**config.mk**
```make
export PLATFORM = sky130hd
export DESIGN_NAME = openloop_vector_with_overcurrent_trip_flat
export DESIGN_NICKNAME = d
export VERILOG_FILES = /design/src/rtl/ovt_pkg.sv /design/src/rtl/ovt_req_if.sv /design/src/rtl/ovt_rsp_if.sv /design/src/rtl/ovt_csr_if.sv /design/src/rtl/openloop_vector_with_overcurrent_trip.sv /design/src/flat_wrapper.sv
export SDC_FILE = /design/constraint.sdc
export NUM_CORES = 1
export LEC_CHECK = 0
export BUFFER_PORTS_ARGS = -buffer_cell sky130_fd_sc_hd__buf_2
export CAP_MARGIN = 20
export CELL_PAD_IN_SITES_DETAIL_PLACEMENT = 1
export CELL_PAD_IN_SITES_GLOBAL_PLACEMENT = 1
export CORE_MARGIN = 5
export CORE_UTILIZATION = 52
export CTS_BUF_LIST = sky130_fd_sc_hd__clkbuf_16
export DETAILED_ROUTE_END_ITERATION = 7
export GPL_TIMING_DRIVEN = 0
export PLACE_DENSITY = 0.93
export REMOVE_ABC_BUFFERS = 1
export SLEW_MARGIN = 5
export SYNTH_ARGS = -nofsm -noshare
export SYNTH_HDL_FRONTEND = slang
export SYNTH_SLANG_ARGS = --single-unit
```
**constraint.sdc**
```tcl
create_clock -name clock -period 27.7 [get_ports clock]
set_input_delay 5.54 -clock clock [delete_from_list [all_inputs] [get_ports clock]]
set_output_delay 5.54 -clock clock [all_outputs]
set_load 0.02 [all_outputs]
```
**src/rtl/ovt_pkg.sv**
```systemverilog
// Shared types and constants for the open-loop vector drive with current trip.
// No dependencies; compiled first.
`timescale 1ns / 1ps
`default_nettype none

package ovt_pkg;

   localparam int CUR_W     = 18;   // signed phase current fields
   localparam int MAG_W     = 19;   // internal magnitude (reaches 262144)
   localparam int SUM_W     = 20;   // signed sums and differences of currents
   localparam int FIELD_W   = 16;   // frequency, amplitude, angle
   localparam int LIMIT_W   = 17;   // current limit register
   localparam int PHASE_W   = 32;   // phase accumulator
   localparam int RUN_W     = 16;   // over-limit run counter
   localparam int CSR_IDX_W = 2;
   localparam int CSR_DAT_W = 17;

   localparam logic [17:0]        STEP_PER_HZ  = 18'd134217;
   localparam logic [LIMIT_W-1:0] LIMIT_RESET  = 17'd10000;
   localparam logic [CUR_W-1:0]   MAG_FIELD_MAX = 18'h3FFFF;

   typedef enum logic [1:0] {
      ACT_SAMPLE = 2'd0,
      ACT_START  = 2'd1,
      ACT_STOP   = 2'd2
   } action_type;

   localparam logic [CSR_IDX_W-1:0] CSR_FREQUENCY     = 2'd0;
   localparam logic [CSR_IDX_W-1:0] CSR_AMPLITUDE     = 2'd1;
   localparam logic [CSR_IDX_W-1:0] CSR_CURRENT_LIMIT = 2'd2;

endpackage

`default_nettype wire

```
**src/rtl/ovt_req_if.sv**
```systemverilog
// Input channel: sample / start / stop beats with two phase currents.
// Depends on ovt_pkg.
`timescale 1ns / 1ps
`default_nettype none

interface ovt_req_if import ovt_pkg::*; ();
   logic                     valid;
   logic                     ready;
   logic [1:0]               action;
   logic signed [CUR_W-1:0]  phase_a_current;
   logic signed [CUR_W-1:0]  phase_b_current;

   modport source (output valid, action, phase_a_current, phase_b_current, input ready);
   modport sink   (input valid, action, phase_a_current, phase_b_current, output ready);
endinterface

`default_nettype wire

```
**src/rtl/ovt_rsp_if.sv**
```systemverilog
// Result channel: one beat per accepted input beat.
// Depends on ovt_pkg.
`timescale 1ns / 1ps
`default_nettype none

interface ovt_rsp_if import ovt_pkg::*; ();
   logic               valid;
   logic               ready;
   logic               drive_active;
   logic [FIELD_W-1:0] electrical_angle;
   logic [FIELD_W-1:0] applied_amplitude;
   logic               gates_off;
   logic               aborted;
   logic [CUR_W-1:0]   largest_current;
   logic [CUR_W-1:0]   peak_current;
   logic [CUR_W-1:0]   average_current;
   logic [CUR_W-1:0]   abort_current;

   modport source (output valid, drive_active, electrical_angle, applied_amplitude,
                   gates_off, aborted, largest_current, peak_current,
                   average_current, abort_current, input ready);
   modport sink   (input valid, drive_active, electrical_angle, applied_amplitude,
                   gates_off, aborted, largest_current, peak_current,
                   average_current, abort_current, output ready);
endinterface

`default_nettype wire

```
**src/rtl/ovt_csr_if.sv**
```systemverilog
// Register write channel: index and data.
// Depends on ovt_pkg.
`timescale 1ns / 1ps
`default_nettype none

interface ovt_csr_if import ovt_pkg::*; ();
   logic                 valid;
   logic                 ready;
   logic [CSR_IDX_W-1:0] reg_index;
   logic [CSR_DAT_W-1:0] write_data;

   modport source (output valid, reg_index, write_data, input ready);
   modport sink   (input valid, reg_index, write_data, output ready);
endinterface

`default_nettype wire

```
**src/rtl/openloop_vector_with_overcurrent_trip.sv**
```systemverilog
// Top level: open-loop rotating-vector drive with overcurrent supervisor.
// Depends on ovt_pkg, ovt_req_if, ovt_rsp_if, ovt_csr_if.
`timescale 1ns / 1ps
`default_nettype none

// Channel  Dir  Beat contents
// -------  ---  ---------------------------------------------------------
// req_if   in   action (sample/start/stop), phase A and B current (mA)
// rsp_if   out  drive flag, angle, amplitude, gate-off pulse, abort flag,
//               largest / peak / average / abort-latched current (mA)
// csr_if   in   register index, write data (frequency, amplitude, limit)
//
// One beat per clock sustained while rsp_if.ready stays high. A beat
// is held in the input register, where the current stats, trip check
// and phase advance are worked out, then lands in the result register.
// The result register and input register form a two-entry pipe, so a new
// beat is taken while a finished result waits on rsp_if.ready.
// Reset (synchronous) clears drive state, stats and both valids; the
// limit register comes up at 10000 mA. csr_if is always ready.

module openloop_vector_with_overcurrent_trip import ovt_pkg::*; #(
   parameter int unsigned FILTER_SHIFT = 8,
   parameter int unsigned TRIP_RUN     = 4,
   parameter int unsigned FREQ_CEILING = 1000,
   parameter int unsigned AMPL_CEILING = 950
) (
   input  wire        clock,
   input  wire        reset,
   ovt_req_if.sink    req_if,
   ovt_rsp_if.source  rsp_if,
   ovt_csr_if.sink    csr_if
);

   localparam logic [FIELD_W-1:0] FREQ_CEIL_C = FIELD_W'(FREQ_CEILING);
   localparam logic [FIELD_W-1:0] AMPL_CEIL_C = FIELD_W'(AMPL_CEILING);
   localparam logic [RUN_W-1:0]   TRIP_RUN_C  = RUN_W'(TRIP_RUN);
   localparam logic [RUN_W-1:0]   RUN_MAX     = {RUN_W{1'b1}};

   function automatic logic [MAG_W-1:0] mag(input logic signed [SUM_W-1:0] v);
      logic signed [SUM_W-1:0] neg;
      neg = -v;
      return v[SUM_W-1] ? neg[MAG_W-1:0] : v[MAG_W-1:0];
   endfunction

   function automatic logic [CUR_W-1:0] sat18(input logic [MAG_W-1:0] v);
      return v[MAG_W-1] ? MAG_FIELD_MAX : v[CUR_W-1:0];
   endfunction

   // ---------------- configuration registers ----------------
   // Frequency is stored already clamped and scaled to a phase step.
   logic [PHASE_W-1:0] phase_step_ff;
   logic [FIELD_W-1:0] amplitude_ff;
   logic [LIMIT_W-1:0] limit_ff;

   logic [FIELD_W-1:0] csr_freq;
   logic [FIELD_W-1:0] csr_ampl;
   logic [FIELD_W+17:0] step_prod;
   logic               csr_write;

   assign csr_if.ready = 1'b1;
   assign csr_write    = csr_if.valid;
   assign csr_freq     = (csr_if.write_data[FIELD_W-1:0] > FREQ_CEIL_C) ?
                         FREQ_CEIL_C : csr_if.write_data[FIELD_W-1:0];
   assign csr_ampl     = (csr_if.write_data[FIELD_W-1:0] > AMPL_CEIL_C) ?
                         AMPL_CEIL_C : csr_if.write_data[FIELD_W-1:0];
   assign step_prod    = csr_freq * STEP_PER_HZ;

   always_ff @(posedge clock) begin
      if (reset) begin
         phase_step_ff <= '0;
         amplitude_ff  <= '0;
         limit_ff      <= LIMIT_RESET;
      end else if (csr_write) begin
         case (csr_if.reg_index)
            CSR_FREQUENCY:     phase_step_ff <= step_prod[PHASE_W-1:0];
            CSR_AMPLITUDE:     amplitude_ff  <= csr_ampl;
            CSR_CURRENT_LIMIT: limit_ff      <= csr_if.write_data[LIMIT_W-1:0];
            default: ;
         endcase
      end
   end

   // ---------------- input register ----------------
   logic                    in_valid_ff;
   logic [1:0]              in_action_ff;
   logic signed [CUR_W-1:0] in_a_ff;
   logic signed [CUR_W-1:0] in_b_ff;
   logic                    rsp_valid_ff;
   logic                    advance;

   assign advance      = in_valid_ff && (!rsp_valid_ff || rsp_if.ready);
   assign req_if.ready = !in_valid_ff || advance;

   always_ff @(posedge clock) begin
      if (reset) begin
         in_valid_ff <= 1'b0;
      end else if (req_if.ready) begin
         in_valid_ff <= req_if.valid;
      end
   end

   always_ff @(posedge clock) begin
      if (req_if.valid && req_if.ready) begin
         in_action_ff <= req_if.action;
         in_a_ff      <= req_if.phase_a_current;
         in_b_ff      <= req_if.phase_b_current;
      end
   end

   // ---------------- drive state ----------------
   logic [PHASE_W-1:0] accum_ff,   accum_in;
   logic               run_ff,     run_in;
   logic               abort_ff,   abort_in;
   logic [MAG_W-1:0]   abort_lvl_ff, abort_lvl_in;
   logic [MAG_W-1:0]   peak_ff,    peak_in;
   logic [MAG_W-1:0]   mean_ff,    mean_in;
   logic [RUN_W-1:0]   count_ff,   count_in;

   // sample datapath
   logic signed [SUM_W-1:0] a_ext, b_ext, c_ext;
   logic [MAG_W-1:0]        mag_a, mag_b, mag_c, mag_ab, largest;
   logic signed [SUM_W-1:0] diff, mean_step, mean_sum;
   logic                    over_limit, trip;
   logic [RUN_W-1:0]        count_inc;
   logic                    active, gates;
   logic [MAG_W-1:0]        largest_out;

   assign a_ext  = SUM_W'(in_a_ff);
   assign b_ext  = SUM_W'(in_b_ff);
   assign c_ext  = -(a_ext + b_ext);
   assign mag_a  = mag(a_ext);
   assign mag_b  = mag(b_ext);
   assign mag_c  = mag(c_ext);
   assign mag_ab = (mag_b > mag_a) ? mag_b : mag_a;
   assign largest = (mag_c > mag_ab) ? mag_c : mag_ab;

   // EMA: arithmetic shift floors toward minus infinity
   assign diff      = $signed({1'b0, largest}) - $signed({1'b0, mean_ff});
   assign mean_step = diff >>> FILTER_SHIFT;
   assign mean_sum  = $signed({1'b0, mean_ff}) + mean_step;

   assign over_limit = (limit_ff != '0) && (largest > {2'b00, limit_ff});
   assign count_inc  = (count_ff == RUN_MAX) ? count_ff : count_ff + 1'b1;
   assign trip       = over_limit && (count_inc >= TRIP_RUN_C);

   always_comb begin
      accum_in     = accum_ff;
      run_in       = run_ff;
      abort_in     = abort_ff;
      abort_lvl_in = abort_lvl_ff;
      peak_in      = peak_ff;
      mean_in      = mean_ff;
      count_in     = count_ff;
      active       = 1'b0;
      gates        = 1'b0;
      largest_out  = '0;
      case (in_action_ff)
         ACT_START: begin
            abort_in     = 1'b0;
            abort_lvl_in = '0;
            peak_in      = '0;
            mean_in      = '0;
            count_in     = '0;
            run_in       = 1'b1;
         end
         ACT_STOP: begin
            run_in = 1'b0;
            gates  = 1'b1;
         end
         ACT_SAMPLE: begin
            if (run_ff) begin
               largest_out = largest;
               peak_in     = (largest > peak_ff) ? largest : peak_ff;
               mean_in     = mean_sum[MAG_W-1:0];
               if (limit_ff != '0) begin
                  count_in = over_limit ? count_inc : '0;
               end
               if (trip) begin
                  run_in       = 1'b0;
                  abort_in     = 1'b1;
                  abort_lvl_in = largest;
                  gates        = 1'b1;
               end else begin
                  accum_in = accum_ff + phase_step_ff;
                  active   = 1'b1;
               end
            end
         end
         default: ;   // unused code: no effect
      endcase
   end

   always_ff @(posedge clock) begin
      if (reset) begin
         accum_ff     <= '0;
         run_ff       <= 1'b0;
         abort_ff     <= 1'b0;
         abort_lvl_ff <= '0;
         peak_ff      <= '0;
         mean_ff      <= '0;
         count_ff     <= '0;
      end else begin
         if (advance) begin
            accum_ff     <= accum_in;
            run_ff       <= run_in;
            abort_ff     <= abort_in;
            abort_lvl_ff <= abort_lvl_in;
            peak_ff      <= peak_in;
            mean_ff      <= mean_in;
            count_ff     <= count_in;
         end
         // limit write restarts the over-limit run (user writes it only while idle; unchecked)
         if (csr_write && csr_if.reg_index == CSR_CURRENT_LIMIT) begin
            count_ff <= '0;
         end
      end
   end

   // ---------------- result register ----------------
   logic               rsp_active_ff;
   logic [FIELD_W-1:0] rsp_angle_ff;
   logic [FIELD_W-1:0] rsp_amp_ff;
   logic               rsp_gates_ff;
   logic               rsp_aborted_ff;
   logic [CUR_W-1:0]   rsp_largest_ff;
   logic [CUR_W-1:0]   rsp_peak_ff;
   logic [CUR_W-1:0]   rsp_mean_ff;
   logic [CUR_W-1:0]   rsp_abort_lvl_ff;

   always_ff @(posedge clock) begin
      if (reset) begin
         rsp_valid_ff <= 1'b0;
      end else if (advance) begin
         rsp_valid_ff <= 1'b1;
      end else if (rsp_if.ready) begin
         rsp_valid_ff <= 1'b0;
      end
   end

   always_ff @(posedge clock) begin
      if (advance) begin
         rsp_active_ff    <= active;
         rsp_angle_ff     <= accum_in[PHASE_W-1 -: FIELD_W];
         rsp_amp_ff       <= amplitude_ff;
         rsp_gates_ff     <= gates;
         rsp_aborted_ff   <= abort_in;
         rsp_largest_ff   <= sat18(largest_out);
         rsp_peak_ff      <= sat18(peak_in);
         rsp_mean_ff      <= sat18(mean_in);
         rsp_abort_lvl_ff <= sat18(abort_lvl_in);
      end
   end

   assign rsp_if.valid             = rsp_valid_ff;
   assign rsp_if.drive_active      = rsp_active_ff;
   assign rsp_if.electrical_angle  = rsp_angle_ff;
   assign rsp_if.applied_amplitude = rsp_amp_ff;
   assign rsp_if.gates_off         = rsp_gates_ff;
   assign rsp_if.aborted           = rsp_aborted_ff;
   assign rsp_if.largest_current   = rsp_largest_ff;
   assign rsp_if.peak_current      = rsp_peak_ff;
   assign rsp_if.average_current   = rsp_mean_ff;
   assign rsp_if.abort_current     = rsp_abort_lvl_ff;

endmodule

`default_nettype wire

```
**src/flat_wrapper.sv**
```systemverilog
// flat-port wrapper written by rule: the top's interface ports become plain ports
module openloop_vector_with_overcurrent_trip_flat import ovt_pkg::*;
#(
   parameter int unsigned FILTER_SHIFT = 8,
   parameter int unsigned TRIP_RUN     = 4,
   parameter int unsigned FREQ_CEILING = 1000,
   parameter int unsigned AMPL_CEILING = 950
)
  (clock, reset, req_if_valid, req_if_action, req_if_phase_a_current, req_if_phase_b_current, req_if_ready, rsp_if_valid, rsp_if_drive_active, rsp_if_electrical_angle, rsp_if_applied_amplitude, rsp_if_gates_off, rsp_if_aborted, rsp_if_largest_current, rsp_if_peak_current, rsp_if_average_current, rsp_if_abort_current, rsp_if_ready, csr_if_valid, csr_if_reg_index, csr_if_write_data, csr_if_ready);
  ovt_req_if req_if_i ();
  ovt_rsp_if rsp_if_i ();
  ovt_csr_if csr_if_i ();
  input  wire clock;
  input  wire reset;
  input wire logic [$bits(req_if_i.valid)-1:0] req_if_valid;
  input wire logic [$bits(req_if_i.action)-1:0] req_if_action;
  input wire logic [$bits(req_if_i.phase_a_current)-1:0] req_if_phase_a_current;
  input wire logic [$bits(req_if_i.phase_b_current)-1:0] req_if_phase_b_current;
  output wire logic [$bits(req_if_i.ready)-1:0] req_if_ready;
  output wire logic [$bits(rsp_if_i.valid)-1:0] rsp_if_valid;
  output wire logic [$bits(rsp_if_i.drive_active)-1:0] rsp_if_drive_active;
  output wire logic [$bits(rsp_if_i.electrical_angle)-1:0] rsp_if_electrical_angle;
  output wire logic [$bits(rsp_if_i.applied_amplitude)-1:0] rsp_if_applied_amplitude;
  output wire logic [$bits(rsp_if_i.gates_off)-1:0] rsp_if_gates_off;
  output wire logic [$bits(rsp_if_i.aborted)-1:0] rsp_if_aborted;
  output wire logic [$bits(rsp_if_i.largest_current)-1:0] rsp_if_largest_current;
  output wire logic [$bits(rsp_if_i.peak_current)-1:0] rsp_if_peak_current;
  output wire logic [$bits(rsp_if_i.average_current)-1:0] rsp_if_average_current;
  output wire logic [$bits(rsp_if_i.abort_current)-1:0] rsp_if_abort_current;
  input wire logic [$bits(rsp_if_i.ready)-1:0] rsp_if_ready;
  input wire logic [$bits(csr_if_i.valid)-1:0] csr_if_valid;
  input wire logic [$bits(csr_if_i.reg_index)-1:0] csr_if_reg_index;
  input wire logic [$bits(csr_if_i.write_data)-1:0] csr_if_write_data;
  output wire logic [$bits(csr_if_i.ready)-1:0] csr_if_ready;
  assign req_if_i.valid = req_if_valid;
  assign req_if_i.action = req_if_action;
  assign req_if_i.phase_a_current = req_if_phase_a_current;
  assign req_if_i.phase_b_current = req_if_phase_b_current;
  assign req_if_ready = req_if_i.ready;
  assign rsp_if_valid = rsp_if_i.valid;
  assign rsp_if_drive_active = rsp_if_i.drive_active;
  assign rsp_if_electrical_angle = rsp_if_i.electrical_angle;
  assign rsp_if_applied_amplitude = rsp_if_i.applied_amplitude;
  assign rsp_if_gates_off = rsp_if_i.gates_off;
  assign rsp_if_aborted = rsp_if_i.aborted;
  assign rsp_if_largest_current = rsp_if_i.largest_current;
  assign rsp_if_peak_current = rsp_if_i.peak_current;
  assign rsp_if_average_current = rsp_if_i.average_current;
  assign rsp_if_abort_current = rsp_if_i.abort_current;
  assign rsp_if_i.ready = rsp_if_ready;
  assign csr_if_i.valid = csr_if_valid;
  assign csr_if_i.reg_index = csr_if_reg_index;
  assign csr_if_i.write_data = csr_if_write_data;
  assign csr_if_ready = csr_if_i.ready;
  openloop_vector_with_overcurrent_trip #(.FILTER_SHIFT(FILTER_SHIFT), .TRIP_RUN(TRIP_RUN), .FREQ_CEILING(FREQ_CEILING), .AMPL_CEILING(AMPL_CEILING)) u_core (.clock(clock), .reset(reset), .req_if(req_if_i), .rsp_if(rsp_if_i), .csr_if(csr_if_i));
endmodule
```
[After elaboration in Yosys (flattened, before gate mapping)]
Cells that the tools add are included.
Word-level totals
  register bits after elaboration: 319
  latch bits: 0
  RAM bits: 0
  memory bits (read-only): 0
  bits of input ports: 62
  output and inout bits: 110
  logic and storage cells: 108
  memories: 0
Operators by class
  add/sub/neg operators: 9
  $mul: 1
  div/mod/pow operators: 0
  $lt $le $gt $ge: 7
  eq/ne operators: 7
  shift operators: 0
  multiplexer cells: 36
  bitwise logic cells: 1
  reductions and logical operators: 22
Operator list (number)
  two-way mux 19 bit: 12
  one-hot mux 19 bit (2 select lines): 3
  two-way mux 16 bit: 6
  two-way mux 32 bit: 3
  greater-than comparator 19 bit: 3
  negator 18 -> 19 bit: 2
  adder 32 bit: 1
  greater-than comparator 16 x 10 -> 1 bit (second input constant): 2
  multiplier 16 x 18 -> 32 bit (second input constant): 1
  one-hot mux 16 bit (2 select lines): 1
  negator 19 -> 20 bit: 1
  subtractor 19 x 19 -> 20 bit: 1
  adder 18 x 18 -> 19 bit: 1
  adder 19 x 12 -> 19 bit: 1
  greater-than comparator 19 x 17 -> 1 bit: 1
  negator 19 bit: 1
  nonzero test 17 bit: 1
  adder 16 x 1 -> 16 bit (second input constant): 1
  equality test 16 bit (second input constant): 1
  greater-or-equal comparator 16 x 3 -> 1 bit (second input constant): 1
  two-way mux 1 bit: 8
  AND reduction 2 bit: 4
  AND reduction 4 bit: 2
  logical AND 1 bit: 5
  12 further kinds: 20

[Depth between registers and ports, before layout]
  word-level depth: 12
  gate-level depth with buffers: 51

[Worst setup path before layout]
Ideal clock, no wire load.
  path type: input -> output
  start point: in rsp_if_ready
  end point: out req_if_ready
  arrival time: 5.892 ns
  path slack: 16.268 ns
  stages: 2
  buffers on the path: 0
  cells stage by stage: nor2b_1 -> nand2_1
On the way
  longest elaborated chain between the ends: 3
Ends and longest elaborated chain
  from (decl): RTL line flat_wrapper.sv:30  | input wire logic [$bits(rsp_if_i.ready)-1:0] rsp_if_ready;
  logical OR 1 bit: RTL line openloop_vector_with_overcurrent_trip.sv:91  | assign advance = in_valid_ff && (!rsp_valid_ff || rsp_if.ready);
  logical AND 1 bit: RTL line openloop_vector_with_overcurrent_trip.sv:91
  logical OR 1 bit: RTL line openloop_vector_with_overcurrent_trip.sv:92  | assign req_if.ready = !in_valid_ff || advance;
  to (decl): RTL line flat_wrapper.sv:19  | output wire logic [$bits(req_if_i.ready)-1:0] req_if_ready;
No other way between the ends.

[Worst setup path in the final report]
  start point: reg u_core.in_b_ff[4]
  end point: reg u_core.rsp_mean_ff[1] (netlist: u_core.rsp_if.average_current[1]), data pin
On the way
  longest elaborated chain between the ends: 10
Ends and longest elaborated chain
  from (decl): RTL line openloop_vector_with_overcurrent_trip.sv:87  | logic signed [CUR_W-1:0] in_b_ff;
  from (signal assigned): RTL line openloop_vector_with_overcurrent_trip.sv:106  | in_b_ff <= req_if.phase_b_current;
  adder 18 x 18 -> 19 bit or negator 18 -> 19 bit (tied branches): RTL line openloop_vector_with_overcurrent_trip.sv:130, openloop_vector_with_overcurrent_trip.sv:41
  negator 19 -> 20 bit or two-way mux 19 bit (tied branches): RTL line openloop_vector_with_overcurrent_trip.sv:130, openloop_vector_with_overcurrent_trip.sv:42
  negator 19 bit or greater-than comparator 19 bit (tied branches): RTL line openloop_vector_with_overcurrent_trip.sv:41, openloop_vector_with_overcurrent_trip.sv:134
  two-way mux 19 bit (on tied branches): RTL line openloop_vector_with_overcurrent_trip.sv:42, openloop_vector_with_overcurrent_trip.sv:134
  greater-than comparator 19 bit: RTL line openloop_vector_with_overcurrent_trip.sv:135  | assign largest = (mag_c > mag_ab) ? mag_c : mag_ab;
  two-way mux 19 bit (*): RTL line openloop_vector_with_overcurrent_trip.sv:135
  subtractor 19 x 19 -> 20 bit (*): RTL line openloop_vector_with_overcurrent_trip.sv:138  | assign diff = $signed({1'b0, largest}) - $signed({1'b0, mean_ff});
  adder 19 x 12 -> 19 bit (*): RTL line openloop_vector_with_overcurrent_trip.sv:140  | assign mean_sum = $signed({1'b0, mean_ff}) + mean_step;
  two-way mux 19 bit (*): RTL line openloop_vector_with_overcurrent_trip.sv:171  | if (run_ff) begin
  one-hot mux 19 bit (2 select lines) (*): RTL line openloop_vector_with_overcurrent_trip.sv:157  | case (in_action_ff)
  to (signal assigned): RTL line openloop_vector_with_overcurrent_trip.sv:249  | rsp_mean_ff <= sat18(mean_in);
  to (decl): RTL line openloop_vector_with_overcurrent_trip.sv:227  | logic [CUR_W-1:0] rsp_mean_ff;
Every way passes the cells marked *; elsewhere a longest branch is shown, timed or not.
A chain may end at the register's enable or synchronous reset.

==> flow_summary.toml <==
[critical_path]
cpMostUsedCell = "nor2_1"
cp_max_fo = 21
endpoint_kind = "register"
crit_type = "register to register"
crit_required_ns = 28.12
cpPeakStageDelay_ns = 0.96
r2r_start = "u_core.in_b_ff[4]$_DFFE_PP_"
cp_data_arrival_time_ns = 14.61
startpoint = "u_core.in_b_ff[4]$_DFFE_PP_"
r2r_end = "u_core.rsp_if.average_current[1]$_SDFFCE_PP1P_"
start_kind = "register"
slowest_stage = "o41ai_1"
reg2reg_depth = 40
ff2ff_setup_slack_ns = 13.52

[floorplanning]
ioPinCount = 172
core_mm2 = 0.0455
die-area_mm2 = 0.0505
die_h_um = 225
row_count = 78
initial_core_util = 0.527
die_x_um = 225

[global_routing]
grt.overflow.total = 0
grt_use_total = 0.322
grt_pass1_wl_mm = 131
grt_max_degree = 86
grt_antenna_before_repair = 3
grt_pass1_vias = 24000

[clock_tree]
cts_resized = 0
clk_transition_reported_paths_ns = 0.06
hold_buffers = 0
htreeDepth = 2
cts_setup_buffers = 0
cts_tree = "built"
clock-sinks = 319
cts_made_buffers = 38
worstSkewPairLatency_ns = 0.58
cts.path.max_buffers = 3
cts-root-buf = "clkbuf_16"

[placement]
placed_area_mm2 = 0.0256
globalplace.congestion = 0.942
dpl_worst_slack_ns = 13.69
dp.cells = 3370
io_buffers = 170
hpwlAfterDp_mm = 60.5

[cells_and_area]
fin_cells = 3445
area_delta_synth_final_pct = 12.3
antenna_cells = 0
fin_nets = 3223
final_area_mm2 = 0.0269
drive_gt1_frac = 0.115

[sta]
period_minus_slack_ns = 14.18
hold_violations = 0
finalSetupViolCount = 0
fin_ws_ns = 13.52
fin_crit_sh = 0.512
rsz0062_at_grt = "no"
max_freq_mhz = 70.5
fin_worst_skew_ns = 0.0203
worst_slew_pin_slew_ns = 1.20
final.setup.tns_ns = 0
whs_ns = 0.450
timing.slew.headroom = 0.203
slew_violations = 0

[route]
vias = 22300
drc = 0
firstDrtPassIters = 7
wire_per_inst_um = 24.3
first_iter_violations = 1788
routed_via_density = 6.46
wl_met2_mm = 41.6
met3WireLength_mm = 4.95
drt_wl_total_mm = 83.7
wl_met1_mm = 32.3
detail-route-antenna-nets = 0
top_layer = "met5"

[synth]
synth_cell_types = 93
ys.flop_type = "dfxtp_1"
yosys-top-cells-area = "edfxtp_1 18%, ha_1 16%, dfxtp_1 15%"
ys_async_sr_fraction = 0
syn_avg_cell_area_um2 = 9.03
synth_edf_count = 145
synth_top_cell_by_area = "edfxtp_1"
seq_area_frac_synth = 0.327
synthesis.area_mm2 = 0.0240
synth-seq-cells = 319
synth_top_area_frac = 0.182
yosys_warnings = 0
netlist_instances = 2651

[power_and_ir_drop]
combPwrFrac = 0.466
clkPwrFrac = 0.265
switchingPower_uw = 804
leakagePower_uw = 0.0115
power.density_mw_per_mm2 = 72.3
swShare = 0.413
seq_power_share = 0.269
p_int_uw = 1140
peakVddDrop_v = 0.0000589

[min_path]
min_to = "u_core.rsp_if.applied_amplitude[14]$_DFFE_PP_"
hold_path.startpoint = "u_core.amplitude_ff[14]$_SDFFE_PP0P_"
hp-class = "register to register"
hold_path_depth = 0

[run_status]
outcome = "finished, final reports clean"

[run]
maxCapViolations = 0
[metal layers]
metal / track usage / up-vias
met5: 0 / -
met4: 0.180 / 6
met3: 0.0574 / 332
met2: 0.567 / 868
met1: 0.370 / 11000
li1: - / 10000
[synthesized netlist by cell type, types with 24 or more instances]
master and number:
o31ai_1 24, nand4_1 39, nor2_1 185, a22oi_1 40, fa_1 42, ha_1 302, a21oi_1 203, xnor2_1 93
o21ai_0 96, clkbuf_1 79, dfxtp_1 174, a31oi_1 33, inv_1 262, edfxtp_1 145, nand3_1 76, a21o_1 33
nor3_1 47, nand2_1 227, xor2_1 34, mux2i_1 25
[sequential cells by signal, indices dropped and copies added (netlist names), 19 cells and up]
| name | count |
|---|---|
| u_core.mean_ff | 19 |
| u_core.accum_ff | 32 |
| u_core.phase_step_ff | 32 |
| u_core.abort_lvl_ff | 19 |
| u_core.peak_ff | 19 |
[cell families (layout without fill, tap and decap cells)]
family | count (synthesis) | in the layout | share of synthesized area
AO/OA/AOI/OAI | 699 | 699 | 0.203
XOR/XNOR | 127 | 127 | 0.0464
multiplexers | 45 | 45 | 0.0199
adder cells (fa/ha/maj) | 344 | 344 | 0.193
other | 2 | 33 | 0.000314
buffers and inverters | 367 | 530 | 0.0597
flip-flops | 319 | 319 | 0.327
AND/OR/NAND/NOR | 748 | 748 | 0.151
[cells in the final DEF, fill, tap and decap left out, types with 16 or more instances in the layout]
cell	synthesis	layout
a21oi_1	203	203
o21a_1	23	23
a221o_1	18	18
o21ai_0	96	95
mux2i_1	25	25
nor4_1	21	21
a22oi_1	40	40
nor3_1	47	47
clkbuf_16	0	39
fa_1	42	42
nand2_1	227	226
a21o_1	33	33
inv_1	262	267
conb_1	2	33
o221ai_1	16	16
xnor2_1	93	93
a31oi_1	33	33
nand3_1	76	76
edfxtp_1	145	145
xor2_1	34	34
nand2b_1	23	22
ha_1	302	302
and3_1	17	17
o211ai_1	20	20
o31ai_1	24	22
nand4_1	39	39
nor2_1	185	185
dfxtp_1	174	173
and2_1	17	16
nor2b_1	21	21
a211oi_1	22	22
buf_2	7	171
[per-stage QoR]
| step | util | total power, µW |
|---|---|---|
| 3_5_place_dp | 0.562 | 1380 |
| 3_3_place_gp | 0.555 | 1310 |
| 6_report | 0.591 | 1940 |
| 2_1_floorplan | - | 1130 |
| 4_1_cts | 0.590 | 1920 |
| 5_1_grt | 0.591 | 2050 |
[worst max-delay path by stage]
stage | endpoint | slack, ns | cells past startpoint
6_report | u_core.rsp_if.average_current[1]$_SDFFCE_PP1P_ | 13.52 | 40
5_1_grt | u_core.rsp_if.average_current[1]$_SDFFCE_PP1P_ | 12.76 | 43
4_1_cts | u_core.rsp_if.average_current[1]$_SDFFCE_PP1P_ | 13.44 | 40
3_5_place_dp | u_core.rsp_if.average_current[1]$_SDFFCE_PP1P_ | 13.69 | 40
3_3_place_gp | u_core.count_ff[4]$_SDFFE_PP0P_ | 11.59 | 10
2_1_floorplan | u_core.count_ff[4]$_SDFFE_PP0P_ | 15.52 | 9
[critical path, delay by kind of cell (launching register included)]
| kind | cells | cell delay (ns) |
|---|---|---|
| simple gates | 18 | 4.58 |
| compound gates | 12 | 5.35 |
| buf+inv | 4 | 1.08 |
| flops | 1 | 0.48 |
| fa+ha+maj | 4 | 1.55 |
| xor+xnor | 1 | 0.29 |
| mux | 1 | 0.65 |
[final cells by class]
| cell class | instances | area [µm²] |
|---|---|---|
| inverter | 268 | 1010 |
| sequential | 319 | 7840 |
| fill | 5296 | 18600 |
| timing repair buffer | 194 | 1180 |
| clock inverter | 29 | 275 |
| tap | 600 | 751 |
| multi-input combinational | 1996 | 14900 |
| clock buffer | 39 | 976 |
[power by group through the flow]
stage          Combinational, µW  Clock, µW  Sequential, µW
2_1_floorplan                594          0             538
3_3_place_gp                 776          0             534
5_1_grt                      981        541             525
3_5_place_dp                 847          0             533
6_report                     905        515             524
4_1_cts                      873        519             524
Power figures use the tool's default switching activity.
